==> src/rtl/mpv_alu.sv <==
// ----------------------------------------------------------------------------
// mpv_alu
// Shared add/subtract unit for the multiply and divide steps.
// ----------------------------------------------------------------------------
`default_nettype none

module mpv_alu #(
  parameter int WIDTH = 16
) (
  input  wire logic [WIDTH-1:0] a,
  input  wire logic [WIDTH-1:0] b,
  input  wire logic             sub,
  output logic      [WIDTH-1:0] res
);

  always_comb begin
    if (sub) begin
      res = a - b;
    end else begin
      res = a + b;
    end
  end

endmodule

`default_nettype wire

==> config.mk <==
export PLATFORM = sky130hd
export DESIGN_NAME = mpv_alu
export DESIGN_NICKNAME = d
export VERILOG_FILES = /design/src/rtl/mpv_alu.sv
export SDC_FILE = /design/constraint.sdc
export NUM_CORES = 1
export LEC_CHECK = 0
export ABC_AREA = 1
export BUFFER_PORTS_ARGS = -buffer_cell sky130_fd_sc_hd__buf_2
export CAP_MARGIN = 30
export CORE_MARGIN = 4
export CORE_UTILIZATION = 55
export DETAILED_ROUTE_END_ITERATION = 12
export PLACE_DENSITY = 0.88
export SETUP_SLACK_MARGIN = 0.02
export SYNTH_ARGS = -nofsm -noshare
export SYNTH_HDL_FRONTEND = slang
export SYNTH_SLANG_ARGS = --single-unit
==> constraint.sdc <==
create_clock -name vclk -period 7.22
set_clock_uncertainty 0.15 [all_clocks]
set_input_delay 0.722 -clock vclk [all_inputs]
set_output_delay 0.722 -clock vclk [all_outputs]
set_load 0.02 [all_outputs]
* Word-level counts from Yosys, hierarchy flattened
Index checks and enable logic that the tools add are counted.
** Operators by class
- Add/subtract/negate cells :: 2
- Bitwise gates (word level) :: 0
- Reductions and logical operators :: 0
- $lt $le $gt $ge :: 0
- Shift operators :: 0
- Div/mod/pow operators :: 0
- Multiply operators :: 0
- Mux-type cells :: 1
- Equal/unequal tests :: 0
** Operators by type and width (number)
- 16-bit adder :: 1
- 16-bit 2-to-1 mux :: 1
- 16-bit subtractor :: 1
** Word-level totals
- Input port bits :: 33
- Memory bits (writable) :: 0
- Word-level logic and storage cells :: 3
- Memories kept :: 0
- Latch bits :: 0
- Bits in read-only memories :: 0
- Output and inout bits :: 16
- Bits in registers :: 0

* Logic depth before layout (Yosys ltp)
- Word-level depth :: 2
- Gate-level depth with buffers :: 19
- Depth with buffers taken out :: 19

* Worst setup path after synthesis
OpenSTA, ideal clock, no wires.
- Path type :: input to output
- Start :: input port b[0]
- End :: output port res[13]
- Stages :: 16
- Buffers on the path :: 0
- Data arrival time :: 2608 ps
- Required time :: 6348 ps
- Path slack :: 3740 ps
- Cells stage by stage :: inv_1 -> ha_1 -> nand2_1 -> nor2_2 -> inv_2 -> o21ai_1 -> xor2_1 -> inv_1 -> ha_1 -> nand2_1 -> inv_2 -> a21oi_2 -> nor2_1 -> nor2_1 -> nand3_1 -> nand2_1
** On the way
- Longest elaborated chain between the ends :: 2
- Elaborated cells between the ends (all ways) :: 3
- Those cells by class :: add/sub (2); mux (1)
** Ends and longest elaborated chain
- start, declared :: line 11 : input wire logic [WIDTH-1:0] b,
- 16-bit adder or 16-bit subtractor (tied branches) :: line 20, 18
- 16-bit 2-to-1 mux * :: line 17 : if (sub) begin
- end, declared :: line 13 : output logic [WIDTH-1:0] res
Every way passes the cells marked *; elsewhere a longest branch is shown, timed or not.

* Worst setup path in the final report
Same ends and word-level chain as after synthesis.

==> flow_metrics.tcl <==
set metrics [dict create \
    ir_drop_mv 0.112 \
    yosysSeqAreaShare_pct 0 \
    grtUsageTotal_pct 20.0 \
    switching_share_pct 64.1 \
    most-common-layout-cells "nand2_1 (87), buf_2 (49), inv_1 (43)" \
    end_kind "primary output" \
    dr.pass1.iters 4 \
    slew_headroom_pct 71.0 \
    place_congestion 0.887 \
    viasPerCell 5.06 \
    diodes 0 \
    cpMostUsedCell "nand2_1" \
    multi_input_comb_area_um2 1210 \
    setup-tns-final_ns 0 \
    rsz0062_at_grt "false" \
    setup_viol 0 \
    worstPathCellList "buf_2, inv_1, ha_1, nand2_1, nor2_2, inv_2, o21ai_1, xor2_1, inv_1, ha_1, nand2_1, inv_2, a21oi_2, nor2_1, nor2_1, nand2_1, nand2_1, nand2_1, buf_2" \
    min_period_ns 3.87 \
    p_per_area_nw_per_um2 120 \
    cp_max_fo 4 \
    first_global_vias 1492 \
    power_switching_mw 0.129 \
    drv_slew 0 \
    ys_warn_count 0 \
    max_freq_ghz 0.258 \
    ant_nets 0 \
    fin_nets 365 \
    p_seq_share_pct 0 \
    cts.repair.resized 0 \
    hpwl_mm 3.16 \
    drt-initial-drc-count 60 \
    status "finished, final reports clean" \
    die_area_um2 3420 \
    start_util_pct 57.2 \
    core_um2 2450 \
    crit_arrival_ns 3.00 \
    seq_area_um2 0 \
    antenna_found_initial 0 \
    min_period_over_period_pct 53.7 \
    drcViolationCount 0 \
    io_buffer_count 49 \
    syn_area_um2 1400 \
    synth_fp_nets 316 \
    routed_wl_mm 3.50 \
    synth_cells 266 \
    vias 1736 \
    drive_gt1_share_pct 23.0 \
    p_total_mw 0.201 \
    final_hold_viol_count 0 \
    min_path_cells 4 \
    grt_start_max_net_pins 14 \
    dp_cells 343 \
    critPathKind "input pin to primary output" \
    slowest_stage "ha_1" \
    p_comb_share_pct 100.0 \
    fp.dieW_um 58.5 \
    cp-start-kind "input pin" \
    grt_pass1_wl_mm 5.69 \
    synthToLayoutAreaGrowth_pct 19.4 \
    cp_num_cells 19 \
    grt_overflow 0 \
    wl_per_cell_um 10.2 \
    p_int_mw 0.0721 \
    crit_required_ns 6.35 \
    layout_commonest_cell "nand2_1" \
    rows 18 \
    synthDistinctLibCells 28 \
    fill_cells 247 \
    critPathBufInv 6 \
    max_cap_viol_count 0 \
    die_h_um 58.5 \
    nFlopsAndLatches 0 \
    tightest_slew_ns 0.430 \
    cts_hold_buf 0 \
    hold_path_class "input pin to primary output" \
    clockBufferCount 0 \
    syn_avg_cell_area_um2 5.28 \
    power.leakage_nw 1.02 \
    crit_family "simple AND/OR/NAND/NOR gates" \
    critical_path.max_stage_delay_ns 0.33 \
    ios 49 \
    power_frac_clock_pct 0 \
    stdcell_count 343 \
    cts_setup_buffers 0 \
]
[layout make-up]
class	instances	share of cell area (%)
inverter	48	10.7
multi-input combinational	216	72.4
tap	30	2.24
timing repair buffer	49	14.6
[metal layers]
metal	GRT usage, %	up-vias	routed length, um
li1	-	930	-
met1	25.1	747	1540
met2	39.2	57	1720
met3	0	2	231
met4	1.32	0	10
met5	0	-	0
[Yosys cell counts]
cell | number | area (um2)
a21oi_1 | 14 | 70.1
a21oi_2 | 1 | 8.76
and3_1 | 1 | 6.26
buf_2 | 2 | 10.0
fa_1 | 1 | 20.0
ha_1 | 16 | 200
inv_1 | 43 | 161
inv_2 | 5 | 18.8
nand2_1 | 87 | 327
nand2_2 | 6 | 37.5
nand2_4 | 1 | 11.3
nand3_1 | 22 | 110
nand3_2 | 1 | 10.0
nand4_1 | 4 | 25.0
nor2_1 | 22 | 82.6
nor2_2 | 5 | 31.3
nor2_4 | 1 | 11.3
nor3_1 | 1 | 5.00
nor3_2 | 1 | 10.0
o21a_1 | 1 | 7.51
o21ai_0 | 4 | 20.0
o21ai_1 | 5 | 25.0
o21ai_2 | 1 | 8.76
o21ai_4 | 1 | 16.3
o21bai_1 | 2 | 15.0
or2_1 | 1 | 6.26
xnor2_1 | 4 | 35.0
xor2_1 | 13 | 114
[per-stage QoR]
step / utilization [%] / instance area [um2] / setup WS (ns) / hold slack (ns)
after detailed placement: 68.3 / 1680 / 3.35 / 1.69
after CTS: 68.3 / 1680 / 3.35 / 1.69
final: 68.3 / 1680 / 3.35 / 1.69
after global routing: 68.3 / 1680 / 3.07 / 1.71
after global placement: 68.3 / 1680 / 3.47 / 1.67
after floorplan: - / 1400 / 3.74 / 1.48
[power groups by stage]
stage	clock network (mW)	logic (mW)	registers [mW]
after global routing	0	0.223	0
after floorplan	0	0.145	0
after global placement	0	0.197	0
after CTS	0	0.201	0
after detailed placement	0	0.201	0
final	0	0.201	0
[path summary, 6_finish.rpt]
kind | startpoint | endpoint | slack [ns]
worst max-delay path | b[0] | res[13] | 3.35
worst min-delay path | b[0] | res[0] | 1.69
[cells by family after synthesis]
family / count (synthesis) / share of synthesized area (%)
AND/OR/NAND/NOR: 153 / 48.0
adder cells (fa/ha/maj): 17 / 15.7
XOR/XNOR: 17 / 10.6
buffers and inverters: 50 / 13.5
AO/OA/AOI/OAI: 29 / 12.2
Note: power is estimated with default switching activity, not from simulation.
