==> src/rtl/mpv_ram.sv <==
// ----------------------------------------------------------------------------
// mpv_ram
// Generic simple dual-port RAM, one write and one registered read port.
// ----------------------------------------------------------------------------
`default_nettype none

module mpv_ram #(
  parameter int WIDTH = 8,
  parameter int DEPTH = 16
) (
  input  wire logic                     clk,
  input  wire logic                     we,
  input  wire logic [$clog2(DEPTH)-1:0] waddr,
  input  wire logic [WIDTH-1:0]         wdata,
  input  wire logic                     re,
  input  wire logic [$clog2(DEPTH)-1:0] raddr,
  output logic      [WIDTH-1:0]         rdata
);

  logic [WIDTH-1:0] mem [DEPTH];

  always_ff @(posedge clk) begin
    if (we) begin
      mem[waddr] <= wdata;
    end
    if (re) begin
      rdata <= mem[raddr];
    end
  end

endmodule

`default_nettype wire

==> config.mk <==
export PLATFORM = sky130hd
export DESIGN_NAME = mpv_ram
export DESIGN_NICKNAME = d
export VERILOG_FILES = /design/src/rtl/mpv_ram.sv
export SDC_FILE = /design/constraint.sdc
export NUM_CORES = 1
export LEC_CHECK = 0
export BUFFER_PORTS_ARGS = -buffer_cell sky130_fd_sc_hd__buf_4
export CORE_ASPECT_RATIO = 0.75
export CORE_MARGIN = 5
export CORE_UTILIZATION = 54
export CTS_CLUSTER_SIZE = 10
export DETAILED_ROUTE_END_ITERATION = 8
export PLACE_DENSITY = 0.76
export SETUP_SLACK_MARGIN = 0.4
export SLEW_MARGIN = 20
export SYNTH_ARGS = -nofsm -noshare
export SYNTH_HDL_FRONTEND = slang
export SYNTH_SLANG_ARGS = --single-unit
==> constraint.sdc <==
create_clock -name clk -period 1.87 [get_ports clk]
set_input_delay 0.374 -clock clk [delete_from_list [all_inputs] [get_ports clk]]
set_output_delay 0.374 -clock clk [all_outputs]
set_load 0.1 [all_outputs]
# Word level (Yosys, flattened, before mapping)
# Memories as Yosys holds them, arrays and structs flattened. A register that Yosys moved wholly into a read port is not among the register bits.
# Index checks and enable logic that the tools add are counted.
[totals] elab_cells=3 regBits=0 ramBits=128 n_memories=1 output_inout_bits=8 input_bits=19
[memory_table] memory="mem" depth=16 width=8 rd=1 rd_clocked_by_memory_dff=1 write_ports=1 line_no="20" source="logic [WIDTH-1:0] mem [DEPTH];"
[classes] muxes=2
[ops] op="1-bit 2-to-1 mux" n=2

# Depth between registers and ports, before layout
# Gate-level depths: netlist (run 1).
[depth] depth_word=2 ltp_mapped=5 depth_no_buf=3

# Worst setup path before layout (run 1)
# No wires, ideal clock.
[synth_path] path_type="input -> register" startpoint="input port waddr[2]" endpoint="memory mem[0][0], enable pin" path_buffers=0 setup_slack_ns=0.003 t_required_ns=1.487 arrival_time_ns=1.484 cell_stages=2 setup_ns=0.383 path_cell_list="or3b_2 > nor3_1"
[synth_rtl] element="start, declared" line_no="13" source="input wire logic [$clog2(DEPTH)-1:0] waddr,"
[synth_rtl] element="end, declared" line_no="20"
# No word-level cell before the write port.

# Worst setup path in the final report (run 1)
[layout_path] startpoint="register rdata[6] (read register of mem)" endpoint="output port rdata[6]"
[layout_rtl] element="start, declared" line_no="17" source="output logic [WIDTH-1:0] rdata"
# No word-level cell between the ends.

==> summary.md, run 1 <==
| Metric | Value |
|---|---|
| Worst path max stage delay | `0.45 ns` |
| Synth-to-Final Area Change | `21.1%` |
| Die Area | `11800 um^2` |
| Status | `finished, final reports clean` |
| Sequential share of power | `49.5%` |
| Antenna Cells | `0` |
| Initial Utilization | `54.8%` |
| Crit path capture type | `output pin` |
| Number of DRC markers in iteration 0 | `247` |
| Crit path time final | `1.45 ns` |
| Pre-Repair DR Iteration Count | `4` |
| Sequential share of the synthesized area | `78.1%` |
| Final Max Slew Viols | `0` |
| CTS tree | `built` |
| Ranking of synthesized cells by area | `edfxtp_1 78%, mux4_2 7.8%, mux4_1 7.0%, a22oi_1 2.3%, nor2_1 0.93%` |
| Number of remaining DRC errors | `0` |
| Crit-path cells | `buf_6` |
| Peak Freq | `0.689 GHz` |
| Multi-input gate area | `1060 um^2` |
| Commonest non-fill, non-tap cell in the layout | `edfxtp_1` |
| Syn Nets | `248` |
| Slew @ Worst Pin | `0.463 ns` |
| Final non-filler cell total | `436` |
| H-tree depth | `4` |
| Worst hold slack | `0.273 ns` |
| Leak pwr | `2.12 nW` |
| Setup violators final | `0` |
| FF-to-FF path depth | `3` |
| Fillers | `659` |
| Setup TNS | `0 ns` |
| Post-DP HPWL | `6.53 mm` |
| Crit share post-route | `77.6%` |
| Clock Skew | `0.00846 ns` |
| Switching pwr | `1.46 mW` |
| Largest net degree at the start of global routing | `17` |
| Max cap viols | `0` |
| Core area | `9540 um^2` |
| Switching fraction of total power | `20.8%` |
| Startpoint types | `register` |
| Buffers & Inverters on Critical Path | `1` |
| Reg area | `4080 um^2` |
| Largest fanout on the critical path | `1` |
| Share of cells above drive strength 1 | `39.1%` |
| Via Count | `2501` |
| Row cnt | `31` |
| P_int | `5.54 mW` |
| Synthesized flop and latch total | `136` |
| Mapped Cells | `229` |
| I/O pins | `27` |
| Pwr dens | `1110 nW/um^2` |
| Antenna violations before repair | `0` |
| Path length in cells of the critical path | `1` |
| CP required | `1.50 ns` |
| Peak VDD IR | `0.000762 V` |
| Final ANT Viol Nets | `0` |
| Chip width | `124 um` |
| Nets | `310` |
| CP startpoint | `rdata[6]$_DFFE_PP_` |
| Crit path DAT | `1.08 ns` |
| Relative slew slack | `69.2%` |
| CTS sink count | `136` |
| Avg Inst Size Synth | `22.8 um^2` |
| Reg-to-reg slack, setup | `0.45 ns` |
| Hold Buf Count CTS | `0` |
| Slowest-stage cell, CP | `edfxtp_1` |
| Delay-heaviest family, CP | `flip-flops` |
| GR Overflow Total | `0` |
| Crit path capture | `rdata[6]` |
| Critical path class | `register to output pin` |
| CTS root buffer | `clkbuf_16` |
| Yosys warns | `0` |
| Hold Crit Class | `input port to register` |
| Commonest cells after routing, fill and taps aside | `136 x edfxtp_1, 44 x buf_4, 31 x mux4_2` |
| Drt total wl | `9.96 mm` |
| Gr usage total | `19.2%` |
| Post-CTS Setup Bufs | `0` |
| Reg-to-Reg Start | `mem[3][5]$_DFFE_PP_` |
| Clock Power Share | `43.7%` |
| Yosys top cell area share | `78.1%` |
| Port buffer count | `26` |
| Vias in the first global route | `2659` |
| Vert. Die Dim | `95.2 um` |
| R2R Path End | `rdata[5]$_DFFE_PP_` |
| RSZ-0062 raised after global routing | `true` |
| Clock transition at the registers of the reported paths | `0.06 ns` |
| Placed Cells | `404` |
| GPL Wtd Cong | `0.733` |
| Final hold vios | `0` |
| Mapped Area | `5230 um^2` |
| Distinct cells, synth | `18` |
| CTS Buf Count | `17` |
| Drt wl/cell | `22.8 um` |
| First-pass GRT wire length | `15.5 mm` |
| Clock Tree Buf Depth | `2` |
| Vias per inst | `5.74` |
| Comb pwr share | `6.8%` |
| Post-synth top area cell | `edfxtp_1` |
| Clk Latency, worst-skew pair | `0.41 ns` |
how the worst min path moves through the flow:
| stage | startpoint | depth (start not counted) | to | slack (ns) |
|---|---|---|---|---|
| CTS | re | 1 | rdata[2]$_DFFE_PP_ | 0.26 |
| global route | re | 1 | rdata[2]$_DFFE_PP_ | 0.27 |
| detailed placement | wdata[6] | 1 | mem[14][6]$_DFFE_PP_ | 0.70 |
| global placement | re | 1 | rdata[3]$_DFFE_PP_ | 0.68 |
| floorplan | wdata[0] | 0 | mem[0][0]$_DFFE_PP_ | 0.47 |
| finish | re | 1 | rdata[4]$_DFFE_PP_ | 0.27 |
repair_timing:
item / 4_1_cts / 5_1_grt
endpoints found under the setup margin: 4 / 4
resized for setup: 4 / 3
pin swaps: 0 / 0
metal layers:
| metal | track usage, % | vias to the layer above | share of wire (%) |
|---|---|---|---|
| li1 | - | 1102 | - |
| met1 | 26.8 | 1309 | 44 |
| met2 | 28.5 | 86 | 48 |
| met3 | 6.88 | 4 | 6.9 |
| met4 | 6.64 | 0 | 0.38 |
| met5 | 0 | - | 0 |
worst reg2reg max path, stage by stage, from the launching register on:
cell and delay [ns]:
edfxtp_1 0.36, mux4_2 0.49, a22oi_1 0.24, nand2_1 0.08
per-stage QoR:
| stage | utilization (%) | worst slack, ns | power [mW] | cell area (um^2) |
|---|---|---|---|---|
| floorplan | - | 0.296 | 3.81 | 5250 |
| global placement | 60.3 | 0.0585 | 3.97 | 5750 |
| detailed placement | 60.3 | 0.0388 | 3.99 | 5750 |
| CTS | 66.2 | 0.395 | 7.07 | 6310 |
| global route | 66.3 | 0.394 | 7.23 | 6330 |
| finish | 66.3 | 0.419 | 6.99 | 6330 |
cells by family (layout without fill, tap and decap cells):
family | after synthesis | in the layout | synth area share [%]
DFF | 136 | 136 | 78.1
AOI/OAI and AO/OA | 16 | 16 | 2.30
buffers and inverters | 10 | 85 | 1.65
muxes | 32 | 32 | 14.8
and+or+nand+nor | 35 | 35 | 3.14
sequential cells by signal (all words and copies together) (netlist names):
register / cells
rdata: 8
mem: 128
synth_stat cells:
library cell / count
edfxtp_1: 136
mux4_2: 18
a22oi_1: 16
mux4_1: 14
nor2_1: 13
nand2_1: 9
nor3_1: 4
buf_2: 3
buf_6: 3
clkdlybuf4s25_2: 3
nand2b_1: 2
nand3b_1: 2
and2_1: 1
and2b_1: 1
buf_4: 1
nand3_1: 1
nor2b_1: 1
or3b_2: 1
cell type report:
class | instances | share of cell area, %
clock buffers | 19 | 6.84
clock inverters | 13 | 1.76
repair buffers | 53 | 7.51
flip-flops and latches | 136 | 64.5
well taps | 132 | 2.61
multi-input cells | 83 | 16.7
power by group through the flow:
stage               Sequential (mW)  Combinational (mW)  Clock [mW]
floorplan                      3.62               0.192           0
global placement               3.52               0.459           0
detailed placement             3.52               0.471           0
CTS                            3.46               0.478        3.13
global route                   3.46               0.505        3.27
finish                         3.46               0.476        3.06
Power figures use the tool's default switching activity.
==> run 2, diff against run 1 <==
- clock period: 1.87 -> 1.3 ns (I/O delays scaled with it)
==> summary.md, run 2 (synthesis results as in run 1) <==
| Metric | Value |
|---|---|
| Hold Buf Count CTS | `0` |
| Clock Tree Buf Depth | `2` |
| Synth-to-Final Area Change | `31.9%` |
| GPL Wtd Cong | `0.753` |
| First-pass GRT wire length | `16.3 mm` |
| CTS tree | `built` |
| Max reg flops | `128` |
| Number of DRC markers in iteration 0 | `227` |
| CP required | `1.46 ns` |
| Vias per inst | `5.78` |
| Share of cells above drive strength 1 | `46.6%` |
| CTS Buf Count | `17` |
| Setup TNS | `-0.671 ns` |
| Largest Register | `mem` |
| Final hold vios | `0` |
| Drt wl/cell | `23.2 um` |
| Status | `finished with violations` |
| Commonest non-fill, non-tap cell in the layout | `edfxtp_1` |
| Placed Cells | `409` |
| Number of remaining DRC errors | `0` |
| Final ANT Viol Nets | `0` |
| Clock Skew | `0.0169 ns` |
| I/O pins | `27` |
| Final Max Slew Viols | `0` |
| Largest fanout on the critical path | `1` |
| Crit path time final | `1.40 ns` |
| Peak Freq | `0.713 GHz` |
| PnR worst setup slack | `-0.103 ns` |
| Clock transition at the registers of the reported paths | `0.06 ns` |
| Gr usage total | `19.9%` |
| Nets | `319` |
| Hold Crit Class | `input port to register` |
| Drt total wl | `10.3 mm` |
| Die Area | `11800 um^2` |
| Relative slew slack | `47.3%` |
| Clk Latency, worst-skew pair | `0.42 ns` |
| Reg area | `4080 um^2` |
| Crit path DAT | `1.57 ns` |
| Chip width | `124 um` |
| Peak VDD IR | `0.00106 V` |
| H-tree depth | `4` |
| Via Count | `2572` |
| Pwr Total | `10.7 mW` |
| CTS root buffer | `clkbuf_16` |
| Post-DP HPWL | `6.66 mm` |
| Pre-Repair DR Iteration Count | `4` |
| Slew @ Worst Pin | `0.788 ns` |
| Failing checks | `negative setup slack` |
| Commonest cells after routing, fill and taps aside | `136 x edfxtp_1, 32 x mux4_2, 24 x buf_12` |
| Pwr dens | `1550 nW/um^2` |
| Crit share post-route | `108%` |
| Vert. Die Dim | `95.2 um` |
| Initial Utilization | `54.8%` |
| CTS sink count | `136` |
| Final non-filler cell total | `445` |
| Antenna violations before repair | `0` |
| Antenna Cells | `0` |
| Fillers | `562` |
| Crit path capture type | `register` |
| Multi-input gate area | `1190 um^2` |
| Vias in the first global route | `2829` |
| GR Overflow Total | `0` |
| RSZ-0062 raised after global routing | `true` |
| Core area | `9540 um^2` |
| Final core occ | `72.2%` |
| Critical path class | `register to register` |
| Leak pwr | `2.29 nW` |
| Startpoint types | `register` |
| Port buffer count | `26` |
| Row cnt | `31` |
| Max cap viols | `0` |
| Regs by FF count | `mem: 128 flops, rdata: 8 flops` |
| Largest net degree at the start of global routing | `22` |
| Setup violators final | `10` |
[run 2: cell count changes in the layout (fill, tap and decap cells not counted), sizes merged]
cell      before  now
buf           53   62
clkinv        11    6
bufinv         2    4
inv            0    1
clkinvlp       0    2
[run 2: layout make-up]
| cell class | count | area share (%) |
|---|---|---|
| Sequential cell | 136 | 59.2 |
| Multi-Input combinational cell | 83 | 17.3 |
| Timing Repair Buffer | 62 | 12.2 |
| Clock buffer | 19 | 6.28 |
| Clock inverter | 13 | 2.58 |
| Tap cell | 132 | 2.40 |
[run 2: per-stage QoR]
step	worst slack, ns	hold WS (ns)	instance area, um^2
floorplan	-0.160	0.359	5380
global placement	-0.512	0.564	6120
detailed placement	-0.517	0.580	6120
CTS	-0.118	0.145	6860
global route	-0.161	0.159	6890
finish	-0.103	0.146	6890
[run 2: path summary, 6_finish.rpt]
kind | startpoint | to | slack (ns) | depth (start not counted)
setup / recovery | mem[3][4]$_DFFE_PP_ | rdata[4]$_DFFE_PP_ | -0.10 | 3
hold / removal | wdata[0] | mem[14][0]$_DFFE_PP_ | 0.15 | 1
setup reg to reg | mem[3][4]$_DFFE_PP_ | rdata[4]$_DFFE_PP_ | -0.10 | 3
hold reg to reg | mem[4][0]$_DFFE_PP_ | rdata[0]$_DFFE_PP_ | 0.74 | 3
[run 2: routing by layer]
layer	vias to the layer above	track usage, %	routed length, um
met5	-	0	0
met4	0	8.02	95
met3	9	5.16	947
met2	117	31.3	5230
met1	1335	27.0	4050
li1	1111	-	-
[run 2: where the power goes]
part | switching (mW) | internal [mW] | total, mW
clock | 1.71 | 3.19 | 4.90
sequential | 0.0380 | 4.94 | 4.98
combinational | 0.456 | 0.345 | 0.801
total | 2.20 | 8.48 | 10.7
[run 2: repair_timing]
item / in CTS / in global routing
buffers inserted: 2 / 2
resized for setup: 30 / 4
endpoints found under the setup margin: 112 / 118
pin swaps: 6 / 6
[run 2: worst max-delay path, cell delays in order (launching register included)]
cell and delay [ns]:
edfxtp_1 0.38, mux4_2 0.49, a22oi_2 0.22, nand2_1 0.07
==> run 3, diff against run 2 <==
- BUFFER_PORTS_ARGS: -buffer_cell sky130_fd_sc_hd__buf_4 -> not set
- CORE_UTILIZATION: 54 -> 56
- DONT_BUFFER_PORTS: not set -> 1
==> summary.md, run 3 (synthesis results as in run 1) <==
| Metric | Value |
|---|---|
| Initial Utilization | `57.5%` |
| GPL Wtd Cong | `0.711` |
| GR Overflow Total | `0` |
| Setup TNS | `-0.659 ns` |
| Port buffer count | `0` |
| Drt wl/cell | `24.6 um` |
| First-pass GRT wire length | `15.5 mm` |
| WHS Path Cells | `2` |
| Status | `finished with violations` |
| Pwr Total | `10.6 mW` |
| CTS tree | `built` |
| Placed Cells | `364` |
| Die Area | `11400 um^2` |
| CTS Buf Count | `17` |
| Crit share post-route | `108%` |
| Crit path DAT | `1.55 ns` |
| Regs by FF count | `mem: 128 flops, rdata: 8 flops` |
| Peak VDD IR | `0.000867 V` |
| Share of cells above drive strength 1 | `35.9%` |
| Crit path capture type | `register` |
| P_int | `8.55 mW` |
| FF-to-FF path depth | `3` |
| Fillers | `542` |
| Clock Skew | `0.00566 ns` |
| Peak Freq | `0.714 GHz` |
| Number of remaining DRC errors | `0` |
| Nets | `283` |
| CTS sink count | `136` |
| Vert. Die Dim | `93.7 um` |
| Reg area | `4080 um^2` |
| PnR worst setup slack | `-0.101 ns` |
| Setup violators final | `8` |
| Post-CTS Setup Bufs | `0` |
| Hold Startpoint | `waddr[1]` |
| CP required | `1.45 ns` |
| Slew @ Worst Pin | `0.933 ns` |
| Largest net degree at the start of global routing | `33` |
| Gr usage total | `19.6%` |
| Antenna Cells | `0` |
| Final Max Slew Viols | `0` |
| Pre-Repair DR Iteration Count | `5` |
| Clk Latency, worst-skew pair | `0.40 ns` |
| Synth-to-Final Area Change | `23.6%` |
| Final hold vios | `0` |
| Clock Power Share | `47.0%` |
| Hold Path End | `mem[12][4]$_DFFE_PP_` |
| Max cap viols | `0` |
| Final non-filler cell total | `404` |
| Number of DRC markers in iteration 0 | `241` |
| Vias per inst | `5.92` |
| Chip width | `122 um` |
| Switching fraction of total power | `19.3%` |
| R2R Path End | `rdata[6]$_DFFE_PP_` |
| Leak pwr | `2.12 nW` |
| Hold Crit Class | `input port to register` |
| Multi-input gate area | `1210 um^2` |
| Commonest cells after routing, fill and taps aside | `136 x edfxtp_1, 31 x mux4_2, 17 x clkbuf_16` |
| CTS root buffer | `clkbuf_16` |
| Reg-to-Reg Start | `mem[11][6]$_DFFE_PP_` |
| Post-DP HPWL | `6.00 mm` |
| Largest Register | `mem` |
| Relative slew slack | `37.7%` |
| RSZ-0062 raised after global routing | `true` |
| Vias in the first global route | `2618` |
| Clock Tree Buf Depth | `2` |
| Startpoint types | `register` |
| Failing checks | `negative setup slack` |
| Sequential share of power | `47.1%` |
| Core area | `9080 um^2` |
| Final ANT Viol Nets | `0` |
| Commonest non-fill, non-tap cell in the layout | `edfxtp_1` |
| Row cnt | `30` |
| Crit path time final | `1.40 ns` |
| Switching pwr | `2.04 mW` |
| I/O pins | `27` |
| Pwr dens | `1640 nW/um^2` |
| Drt total wl | `9.96 mm` |
| Via Count | `2392` |
| Antenna violations before repair | `0` |
| Post-Place Setup Slack | `-0.120 ns` |
| Clock transition at the registers of the reported paths | `0.05 ns` |
| Largest fanout on the critical path | `1` |
| Critical path class | `register to register` |
| H-tree depth | `4` |
| Reg-to-reg slack, setup | `-0.10 ns` |
| Max reg flops | `128` |
| Comb pwr share | `5.9%` |
## run 3: changes by cell type in the layout (fill, tap and decap cells not counted), moves of 2 or more
cell,delta
a22oi_2,+3
buf_6,-12
buf_8,-2
clkinv_1,+4
clkinv_4,-2
buf_12,-13
dlymetal6s4s_1,+9
a22oi_1,-3
buf_4,-18
## run 3: power groups by stage
stage	Sequential [mW]	Clock, mW	Combinational (mW)
after CTS	4.98	5.02	0.621
after global placement	5.06	0	0.493
after detailed placement	5.06	0	0.499
final	4.98	4.97	0.628
after floorplan	5.21	0	0.303
after global routing	4.99	5.25	0.660
## run 3: worst max path at each step
| stage | slack, ns | cells after the start | end | start |
|---|---|---|---|---|
| final | -0.10 | 3 | rdata[6]$_DFFE_PP_ | mem[11][6]$_DFFE_PP_ |
| after global routing | -0.15 | 3 | rdata[3]$_DFFE_PP_ | mem[3][3]$_DFFE_PP_ |
| after CTS | -0.12 | 3 | rdata[3]$_DFFE_PP_ | mem[3][3]$_DFFE_PP_ |
| after detailed placement | -0.12 | 3 | rdata[7]$_DFFE_PP_ | mem[10][7]$_DFFE_PP_ |
| after global placement | -0.11 | 3 | mem[0][2]$_DFFE_PP_ | waddr[2] |
| after floorplan | -0.16 | 5 | rdata[1]$_DFFE_PP_ | raddr[0] |
## run 3: cell type report
cell class	count	share of cell area (%)
sequential	136	63.2
multi-input combinational	83	18.7
clock buffer	18	6.64
timing repair buffer	26	6.08
clock inverter	13	2.85
tap	128	2.48
## run 3: repair_timing
| item | in CTS | in global routing |
|---|---|---|
| resized for setup | 19 | 13 |
| endpoints found under the hold margin | 136 | 0 |
| pin swaps | 2 | 1 |
| setup endpoints to repair | 24 | 160 |
| hold buffers | 9 | 0 |
## run 3: through the flow
step                hold slack (ns)  util [%]  instance area [um^2]
floorplan                     0.359         -                  5380
global placement              0.360      62.0                  5640
detailed placement            0.360      62.0                  5640
CTS                           0.165      70.7                  6420
global route                  0.162      71.1                  6460
finish                        0.180      71.1                  6460
## run 3: metal layers
layer | GRT usage (%) | routed length (um)
met1 | 26.0 | 4160
met2 | 31.5 | 5010
met5 | 0 | 0
met3 | 6.50 | 706
met4 | 5.60 | 76
## run 3: worst max-delay path, cell delays in order (launching register included)
cell      delay, ns
edfxtp_1       0.38
mux4_2         0.49
a22oi_2        0.20
nand2_1        0.08
